`src/design/sbrr_pkg.sv`:
```
// Shared types and constants of the skip-and-backoff round-robin selector.
`default_nettype none

package sbrr_pkg;

  localparam int CV_W        = 16;
  localparam int COUNT_W     = 16;
  localparam int CFG_ADDR_W  = 3;
  localparam int CFG_DATA_W  = 16;
  localparam int IN_DATA_W   = 32;
  localparam int OUT_DATA_W  = 32;
  localparam int CV_REG_NUM  = 4;

  // command codes carried on s_tuser
  localparam logic CMD_UPDATE  = 1'b0;
  localparam logic CMD_ADVANCE = 1'b1;

  // configuration register indexes
  localparam logic [CFG_ADDR_W-1:0] REG_CV_0      = 3'd0;
  localparam logic [CFG_ADDR_W-1:0] REG_ENTRIES   = 3'd4;
  localparam logic [CFG_ADDR_W-1:0] REG_MAX_SKIP  = 3'd5;
  localparam logic [CFG_ADDR_W-1:0] REG_THRESHOLD = 3'd6;
  localparam logic [CFG_ADDR_W-1:0] REG_ENABLE    = 3'd7;

  typedef enum logic [1:0] {
    ST_IDLE,
    ST_SCAN,
    ST_WALK,
    ST_FINISH
  } state_t;

endpackage

`default_nettype wire

```
`src/design/sbrr_skip_unit.sv`:
```
// Shared skip arithmetic: backoff growth or clear, count compare and count increment.
`default_nettype none

module sbrr_skip_unit #(
  parameter int SKIP_WIDTH = 8
) (
  input  wire logic [SKIP_WIDTH-1:0] amount,
  input  wire logic [SKIP_WIDTH-1:0] count,
  input  wire logic [SKIP_WIDTH-1:0] cap,
  input  wire logic                  grow,
  output logic      [SKIP_WIDTH-1:0] upd_amount,
  output logic                       below,
  output logic      [SKIP_WIDTH-1:0] count_inc
);

  logic [SKIP_WIDTH:0] dbl;
  logic [SKIP_WIDTH:0] cap_ext;

  always_comb begin
    cap_ext = {1'b0, cap};
    dbl     = {amount, 1'b0};
    if (amount == '0) begin
      dbl = (SKIP_WIDTH+1)'(1);
    end
    if (dbl > cap_ext) begin
      dbl = cap_ext;
    end
    if (!grow) begin
      upd_amount = '0;
    end else if (amount < cap) begin
      upd_amount = dbl[SKIP_WIDTH-1:0];
    end else begin
      upd_amount = amount;
    end
  end

  assign below     = count < amount;
  assign count_inc = count + SKIP_WIDTH'(1);

endmodule

`default_nettype wire

```
`src/design/skip_backoff_round_robin_selector.sv`:
```
// Top level of the skip-and-backoff round-robin selector.
// Sequence: an update scans the entries in use for the reported voltage, an advance
//   walks them from the current index; both then pass the finish state into the output
//   register, and a disabled block goes straight to finish. One transaction in flight:
//   the sequencer reads one entry a cycle through the shared skip unit.
// Reset: synchronous active-high; clears tables and index, loads config defaults.
`default_nettype none

module skip_backoff_round_robin_selector #(
  parameter int NUM_CV     = 4,
  parameter int SKIP_WIDTH = 8
) (
  input  wire logic                               clk,
  input  wire logic                               rst,
  // config write port
  input  wire logic                               cfg_we,
  input  wire logic [sbrr_pkg::CFG_ADDR_W-1:0]    cfg_addr,
  input  wire logic [sbrr_pkg::CFG_DATA_W-1:0]    cfg_wdata,
  // input stream
  input  wire logic                               s_tvalid,
  output logic                                    s_tready,
  // s_tdata: report_cv[15:0], prec_count[31:16]
  input  wire logic [sbrr_pkg::IN_DATA_W-1:0]     s_tdata,
  // s_tuser: cmd[0]
  input  wire logic                               s_tuser,
  // output stream
  output logic                                    m_tvalid,
  input  wire logic                               m_tready,
  // m_tdata: selected_cv[15:0], selected_index[17:16], entry_skip_amount[25:18],
  //          cv_found[26], all_skipped[27], zero[31:28]
  output logic      [sbrr_pkg::OUT_DATA_W-1:0]    m_tdata
);

  localparam int IDX_W   = (NUM_CV > 1) ? $clog2(NUM_CV) : 1;
  localparam int CNT_W   = $clog2(NUM_CV + 1);
  localparam int EW      = (CNT_W > 3) ? CNT_W : 3;
  localparam int CAP_W   = (SKIP_WIDTH > 8) ? SKIP_WIDTH : 8;
  localparam int PW      = (IDX_W > 2) ? IDX_W : 2;
  localparam logic [CAP_W-1:0] SKIP_MAX = CAP_W'((32'd1 << SKIP_WIDTH) - 32'd1);

  // ---------------------------------------------------------------------------
  // Configuration registers
  // ---------------------------------------------------------------------------
  logic [sbrr_pkg::CV_W-1:0]    cv_value [NUM_CV];
  logic [2:0]                   entries_used;
  logic [7:0]                   max_skip;
  logic [sbrr_pkg::COUNT_W-1:0] threshold;
  logic                         enabled;

  always_ff @(posedge clk) begin
    if (rst) begin
      for (int i = 0; i < NUM_CV; i++) begin
        cv_value[i] <= '0;
      end
      entries_used <= 3'd1;
      max_skip     <= 8'd8;
      threshold    <= '0;
      enabled      <= 1'b0;
    end else if (cfg_we) begin
      // only the first four entries have a voltage register; the rest stay at zero
      for (int i = 0; i < NUM_CV; i++) begin
        if (i < sbrr_pkg::CV_REG_NUM &&
            cfg_addr == sbrr_pkg::REG_CV_0 + sbrr_pkg::CFG_ADDR_W'(i)) begin
          cv_value[i] <= cfg_wdata;
        end
      end
      case (cfg_addr)
        sbrr_pkg::REG_ENTRIES:   entries_used <= cfg_wdata[2:0];
        sbrr_pkg::REG_MAX_SKIP:  max_skip     <= cfg_wdata[7:0];
        sbrr_pkg::REG_THRESHOLD: threshold    <= cfg_wdata;
        sbrr_pkg::REG_ENABLE:    enabled      <= cfg_wdata[0];
        default: ;
      endcase
    end
  end

  // Effective entry count: zero acts as one, saturates at the table size
  logic [EW-1:0]    ceu;
  logic [CNT_W-1:0] n_eff;
  always_comb begin
    ceu = EW'(entries_used);
    if (ceu == '0) begin
      n_eff = CNT_W'(1);
    end else if (ceu > EW'(NUM_CV)) begin
      n_eff = CNT_W'(NUM_CV);
    end else begin
      n_eff = ceu[CNT_W-1:0];
    end
  end

  // Skip cap: max_skip, limited to what a skip amount can hold
  logic [CAP_W-1:0]      cap_w;
  logic [SKIP_WIDTH-1:0] cap;
  always_comb begin
    cap_w = (CAP_W'(max_skip) < SKIP_MAX) ? CAP_W'(max_skip) : SKIP_MAX;
    cap   = cap_w[SKIP_WIDTH-1:0];
  end

  // ---------------------------------------------------------------------------
  // State
  // ---------------------------------------------------------------------------
  sbrr_pkg::state_t state, state_next;

  logic [SKIP_WIDTH-1:0]        skip_amount [NUM_CV];
  logic [SKIP_WIDTH-1:0]        skip_count  [NUM_CV];
  logic [IDX_W-1:0]             cur, cur_next;
  logic [IDX_W-1:0]             ptr, ptr_next;
  logic [CNT_W-1:0]             steps, steps_next;

  logic [sbrr_pkg::CV_W-1:0]    cv_q;
  logic [sbrr_pkg::COUNT_W-1:0] count_q;

  logic [SKIP_WIDTH-1:0]        res_amt, res_amt_next;
  logic                         res_found, res_found_next;
  logic                         res_all, res_all_next;
  logic                         take_amt, take_amt_next;

  logic                         accept;
  logic                         amt_we, cnt_we;
  logic [SKIP_WIDTH-1:0]        cnt_wdata;
  logic                         load_out;

  // Single read port on the tables, addressed by the sequencer pointer
  logic [sbrr_pkg::CV_W-1:0]    rd_cv;
  logic [SKIP_WIDTH-1:0]        rd_amt;
  logic [SKIP_WIDTH-1:0]        rd_cnt;
  assign rd_cv  = cv_value[ptr];
  assign rd_amt = skip_amount[ptr];
  assign rd_cnt = skip_count[ptr];

  logic [SKIP_WIDTH-1:0] upd_amount;
  logic                  below;
  logic [SKIP_WIDTH-1:0] count_inc;

  sbrr_skip_unit #(
    .SKIP_WIDTH (SKIP_WIDTH)
  ) u_skip (
    .amount     (rd_amt),
    .count      (rd_cnt),
    .cap        (cap),
    .grow       (count_q < threshold),
    .upd_amount (upd_amount),
    .below      (below),
    .count_inc  (count_inc)
  );

  // step with wrap at the entries in use; an index beyond them wraps to 0
  function automatic logic [IDX_W-1:0] wrap_next(input logic [IDX_W-1:0] c,
                                                 input logic [CNT_W-1:0] n);
    logic [CNT_W-1:0] s;
    s = CNT_W'(c) + CNT_W'(1);
    return (s >= n) ? '0 : s[IDX_W-1:0];
  endfunction

  logic match, last_scan, last_step;
  assign match     = (rd_cv == cv_q);
  assign last_scan = (CNT_W'(ptr) == n_eff - CNT_W'(1));
  assign last_step = (steps + CNT_W'(1) == n_eff);

  assign s_tready = (state == sbrr_pkg::ST_IDLE);
  assign accept   = s_tvalid && s_tready;

  // next state
  always_comb begin
    state_next = state;
    case (state)
      sbrr_pkg::ST_IDLE: begin
        if (accept) begin
          if (!enabled) begin
            state_next = sbrr_pkg::ST_FINISH;
          end else if (s_tuser == sbrr_pkg::CMD_UPDATE) begin
            state_next = sbrr_pkg::ST_SCAN;
          end else begin
            state_next = sbrr_pkg::ST_WALK;
          end
        end
      end
      sbrr_pkg::ST_SCAN: begin
        if (match || last_scan) begin
          state_next = sbrr_pkg::ST_FINISH;
        end
      end
      sbrr_pkg::ST_WALK: begin
        if (!below || last_step) begin
          state_next = sbrr_pkg::ST_FINISH;
        end
      end
      sbrr_pkg::ST_FINISH: begin
        if (!m_tvalid || m_tready) begin
          state_next = sbrr_pkg::ST_IDLE;
        end
      end
      default: state_next = sbrr_pkg::ST_IDLE;
    endcase
  end

  // sequencer controls
  always_comb begin
    ptr_next       = ptr;
    cur_next       = cur;
    steps_next     = steps;
    res_amt_next   = res_amt;
    res_found_next = res_found;
    res_all_next   = res_all;
    take_amt_next  = take_amt;
    amt_we         = 1'b0;
    cnt_we         = 1'b0;
    cnt_wdata      = '0;
    load_out       = 1'b0;
    case (state)
      sbrr_pkg::ST_IDLE: begin
        if (accept) begin
          steps_next     = '0;
          res_amt_next   = '0;
          res_all_next   = 1'b0;
          if (!enabled) begin
            // disabled: report the current entry untouched
            ptr_next       = cur;
            res_found_next = (s_tuser == sbrr_pkg::CMD_ADVANCE);
            take_amt_next  = (s_tuser == sbrr_pkg::CMD_ADVANCE);
          end else if (s_tuser == sbrr_pkg::CMD_UPDATE) begin
            ptr_next       = '0;
            res_found_next = 1'b0;
            take_amt_next  = 1'b0;
          end else begin
            ptr_next       = wrap_next(cur, n_eff);
            res_found_next = 1'b1;
            take_amt_next  = 1'b1;
          end
        end
      end
      sbrr_pkg::ST_SCAN: begin
        if (match) begin
          amt_we         = 1'b1;
          cnt_we         = 1'b1;
          cnt_wdata      = '0;
          res_amt_next   = upd_amount;
          res_found_next = 1'b1;
          ptr_next       = cur;
        end else if (last_scan) begin
          // unknown voltage
          res_amt_next   = '0;
          res_found_next = 1'b0;
          ptr_next       = cur;
        end else begin
          ptr_next       = ptr + IDX_W'(1);
        end
      end
      sbrr_pkg::ST_WALK: begin
        if (below) begin
          cnt_we     = 1'b1;
          cnt_wdata  = count_inc;
          steps_next = steps + CNT_W'(1);
          if (last_step) begin
            // every entry passed over: stay where the walk ended
            cur_next     = ptr;
            res_all_next = 1'b1;
          end else begin
            ptr_next     = wrap_next(ptr, n_eff);
          end
        end else begin
          cur_next = ptr;
        end
      end
      sbrr_pkg::ST_FINISH: begin
        load_out = !m_tvalid || m_tready;
      end
      default: ;
    endcase
  end

  always_ff @(posedge clk) begin
    if (rst) begin
      state     <= sbrr_pkg::ST_IDLE;
      cur       <= '0;
      ptr       <= '0;
      steps     <= '0;
      res_amt   <= '0;
      res_found <= 1'b0;
      res_all   <= 1'b0;
      take_amt  <= 1'b0;
      for (int i = 0; i < NUM_CV; i++) begin
        skip_amount[i] <= '0;
        skip_count[i]  <= '0;
      end
    end else begin
      state     <= state_next;
      cur       <= cur_next;
      ptr       <= ptr_next;
      steps     <= steps_next;
      res_amt   <= res_amt_next;
      res_found <= res_found_next;
      res_all   <= res_all_next;
      take_amt  <= take_amt_next;
      if (amt_we) begin
        skip_amount[ptr] <= upd_amount;
      end
      if (cnt_we) begin
        skip_count[ptr] <= cnt_wdata;
      end
    end
  end

  // input payload capture
  always_ff @(posedge clk) begin
    if (accept) begin
      cv_q    <= s_tdata[15:0];
      count_q <= s_tdata[31:16];
    end
  end

  // ---------------------------------------------------------------------------
  // Output register
  // ---------------------------------------------------------------------------
  logic [CAP_W-1:0]      amt_ext;
  logic [PW-1:0]         idx_ext;
  always_comb begin
    amt_ext = CAP_W'(take_amt ? rd_amt : res_amt);
    idx_ext = PW'(ptr);
  end

  always_ff @(posedge clk) begin
    if (rst) begin
      m_tvalid <= 1'b0;
    end else if (load_out) begin
      m_tvalid <= 1'b1;
    end else if (m_tready) begin
      m_tvalid <= 1'b0;
    end
  end

  always_ff @(posedge clk) begin
    if (load_out) begin
      m_tdata <= {4'd0, res_all, res_found, amt_ext[7:0], idx_ext[1:0], rd_cv};
    end
  end

`ifndef SYNTHESIS
  // one transaction at a time
  a_single_in_flight: assert property (@(posedge clk) disable iff (rst)
    (s_tvalid && s_tready) |=> !s_tready)
    else $error("second transaction accepted while busy");

  // a result is only loaded out of the finish state
  a_load_from_finish: assert property (@(posedge clk) disable iff (rst)
    $rose(m_tvalid) |-> $past(state == sbrr_pkg::ST_FINISH))
    else $error("result produced outside finish state");

  // sequencer pointer stays within the table
  a_ptr_range: assert property (@(posedge clk) disable iff (rst)
    (state != sbrr_pkg::ST_IDLE) |-> (CNT_W'(ptr) < CNT_W'(NUM_CV)))
    else $error("table pointer out of range");

  // an all-skipped result is an advance result, which always reports found
  a_all_implies_found: assert property (@(posedge clk) disable iff (rst)
    (m_tvalid && m_tdata[27]) |-> m_tdata[26])
    else $error("all-skipped flag without found");
`endif

endmodule

`default_nettype wire

```
`config.mk`:
```
export PLATFORM = sky130hd
export DESIGN_NAME = skip_backoff_round_robin_selector
export DESIGN_NICKNAME = d
export VERILOG_FILES = /design/src/design/sbrr_pkg.sv /design/src/design/sbrr_skip_unit.sv /design/src/design/skip_backoff_round_robin_selector.sv
export SDC_FILE = /design/constraint.sdc
export NUM_CORES = 1
export LEC_CHECK = 0
export BUFFER_PORTS_ARGS = -buffer_cell sky130_fd_sc_hd__buf_2
export CORE_AREA = 2 2 155 157
export DETAILED_ROUTE_END_ITERATION = 8
export DIE_AREA = 0 0 157 159
export HOLD_SLACK_MARGIN = 0.06
export PLACE_DENSITY_LB_ADDON = 0.12
export RECOVER_POWER = 100
export REMOVE_ABC_BUFFERS = 1
export SYNTH_ARGS = -nofsm -noshare
export SYNTH_HDL_FRONTEND = slang
export SYNTH_SLANG_ARGS = --single-unit
```
`constraint.sdc`:
```
create_clock -name clk -period 6.2 [get_ports clk]
set_input_delay 0.31 -clock clk [delete_from_list [all_inputs] [get_ports clk]]
set_output_delay 0.31 -clock clk [all_outputs]
set_load 0.005 [all_outputs]
```
==> metrics.csv <==
stage,metric,value,unit
routing,DRT antenna net count,0,
routing,drt pass-1 iters,5,
global_route,grt ovf,0,
final_layout,layout cell share with drive strength beyond 1,0.151,
synth,library cells used by synthesis,63,
synth,mapped cell area,0.0115,sq mm
floorplan,Die H,159,microns
worst_setup_path,Crit. End Element,flip-flop,
routing,DRC,0,
floorplan,Starting Density,0.496,
clock_network,Post-CTS Resized,0,
placed_design,Placed Instances,1304,
routing,detailed-route vias per instance,5.53,
worst_setup_path,"Req. time, crit path",6.34,ns
final_layout,fillcell total,1917,
sta,Worst slew margin,-0.474,
sta,final worst path period share,0.785,
synth,register area share after synthesis,0.579,
final_layout,antenna cells,0,
outcome,failing checks,"max-capacitance violations, max-slew violations",
routing,Routed wire per std cell,20.0,microns
outcome,outcome,"complete, but fails checks",
sta,final hold vios,0,
placed_design,I/O Buffers,86,
floorplan,die area,0.0250,sq mm
final_layout,fin util,0.578,
clock_network,largest buffer count on any clock path,3,
clock_network,H-tree levels,1,
clock_network,later-pin clock latency in the skew report,0.53,ns
worst_setup_path,critical path class,flip-flop to flip-flop,
floorplan,I/O pin cnt,91,
sta,maximum clock frequency,206,MHz
placed_design,Final Wtd Congestion,0.868,
global_route,GR Util All Layers,0.224,
synth,area share of the largest cell type after synthesis,0.490,
synth,commonest register cell after synthesis,edfxtp_1,
flow_run,maxcap violations,4,
final_layout,"commonest non-fill, non-tap cell in the layout",edfxtp_1,
worst_hold_path,worst hold path type,input port to flip-flop,
sta,WHS,0.0792,ns
sta,Setup Skew,0.0110,ns
power_and_ir_drop,worst vdd ir,0.250,mV
worst_setup_path,Critical Path Source Type,flip-flop,
synth,Async SR Flop Fraction,0,
global_route,global-route wire length before repair,43000,microns
final_layout,highest-count cells in the layout ignoring fill and taps,"edfxtp_1 (188), nand2_1 (88), buf_2 (74)",
clock_network,post-CTS setup buffers,0,
sta,Final Slew Violations,108,
sta,setup TNS,0,ns
sta,Tmin final,4.86,ns
global_route,largest net degree at the start of global routing,46,
sta,final setup fails,0,
global_route,initial antenna violation count,0,
synth,Yosys reg bits,239,
clock_network,Clock Sinks,239,
clock_network,clk slew on worst S/H paths,0.06,ns
power_and_ir_drop,LEAKAGE,4.71,nW
synth,Synth area leaders,"edfxtp_1 (49%), dfxtp_1 (8.9%), mux4_2 (6.7%)",
placed_design,Post-DP HPWL,18900,microns
final_layout,Area Overhead vs Synth,16.5,%
sta,Worst Tran Pin Value,2.21,ns
routing,DRT Wirelength,27800,microns
synth,leading area contributor after synthesis,edfxtp_1,
floorplan,Core ar.,0.0232,sq mm
final_layout,Layout Nets,1158,
placed_design,dpl ws,1.29,ns
clock_network,Num CTS Buffers,26,
power_and_ir_drop,power per cell area,382,mW/mm^2
sta,RSZ-0062 raised after global routing,no,
clock_network,clock root cell,clkbuf_16,
synth,Synth Area per Inst,12.4,sq um
floorplan,die width,157,microns
worst_setup_path,critical path arrival,5.00,ns
floorplan,FP Rows,56,
synth,number of synthesized flops with an enable pin,188,
global_route,vias in the first global route,7486,
final_layout,post-route cell area,0.0134,sq mm
clock_network,Post-CTS Hold Fix Bufs,36,
synth,synth warn,0,
placed_design,Placed Area,0.0122,sq mm
routing,First DRT Iteration DRCs,775,
clock_network,CTS tree,yes,
worst_setup_path,crit-path max FO,23,
final_layout,Layout Cells excl Fill,1388,
synth,Mapped Cells,932,
power_and_ir_drop,Power Total,5.12,mW
routing,vias post-DR,7674,
sta,setup ws final,1.34,ns
==> critical path, stage by stage, from the launching register on <==
cell and delay, ns:
dfxtp_2 0.85, mux4_2 0.65, inv_1 0.15, ha_1 0.26, a21o_1 0.18, a21oi_1 0.20, a21boi_0 0.18, a21oi_1 0.61
a22oi_1 0.32, o31ai_1 1.06
==> cell type report <==
cell class	instances	area [sq um]	share of cell area
clock buffer	30	687	0.0512
inverter	57	214	0.0160
multi-input combinational	589	4390	0.328
tap	319	399	0.0298
timing repair buffer	136	840	0.0626
sequential	239	6670	0.497
clock inverter	18	213	0.0159
==> path summary, 6_finish.rpt <==
kind / startpoint / end / slack, ns / cells after the start
worst max-delay path: flip-flop / skip_count[0][6]$_SDFFCE_PN0P_ / 1.34 / 9
worst min-delay path: cfg_wdata[14] / threshold[14]$_SDFFE_PP0P_ / 0.08 / 3
worst max register to register: flip-flop / skip_count[0][6]$_SDFFCE_PN0P_ / 1.34 / 9
worst min register to register: threshold[1]$_SDFFE_PP0P_ / threshold[1]$_SDFFE_PP0P_ / 0.46 / 2
==> flip-flops by register name, summed over array words and instances (netlist names), 8 cells and up, named ones only <==
signal / flops
skip_amount: 32
max_skip: 8
count_q: 16
threshold: 16
cv_q: 16
m_tdata: 28
res_amt: 8
skip_count: 32
cv_value: 64
==> synth_stat cells (7+ instances only) <==
cell and number:
a21o_1 11, a21oi_1 46, and2_1 64, buf_2 7, clkbuf_1 30, dfxtp_1 51, edfxtp_1 188, ha_1 52
inv_1 57, mux4_2 34, nand2_1 88, nand2b_1 8, nand3_1 15, nand4_1 8, nor2_1 39, nor3_1 58
o211ai_1 10, o21ai_0 27, o31ai_1 13, o32ai_1 8, xnor2_1 20
==> kinds of logic after synthesis <==
group           after synthesis  share of synthesized area
simple gates                309                      0.135
xor+xnor                     25                     0.0190
fa+ha+maj                    52                     0.0565
mux                          46                     0.0828
buf+inv                     107                     0.0392
other cells                   1                   0.000326
flops                       239                      0.579
compound gates              153                     0.0875
==> routing by layer <==
metal / vias up / global-route usage / part of all wire
li1: 3683 / - / -
met3: 41 / 0.0357 / 0.064
met2: 262 / 0.338 / 0.44
met4: 0 / 0.0505 / 0.022
met5: - / 0 / 0
met1: 3688 / 0.344 / 0.47
==> where the power goes <==
group	internal [mW]	switching, mW	total (mW)
clock	0.998	0.629	1.63
sequential	1.93	0.131	2.07
combinational	0.518	0.912	1.43
(Power assumes the default switching activity.)
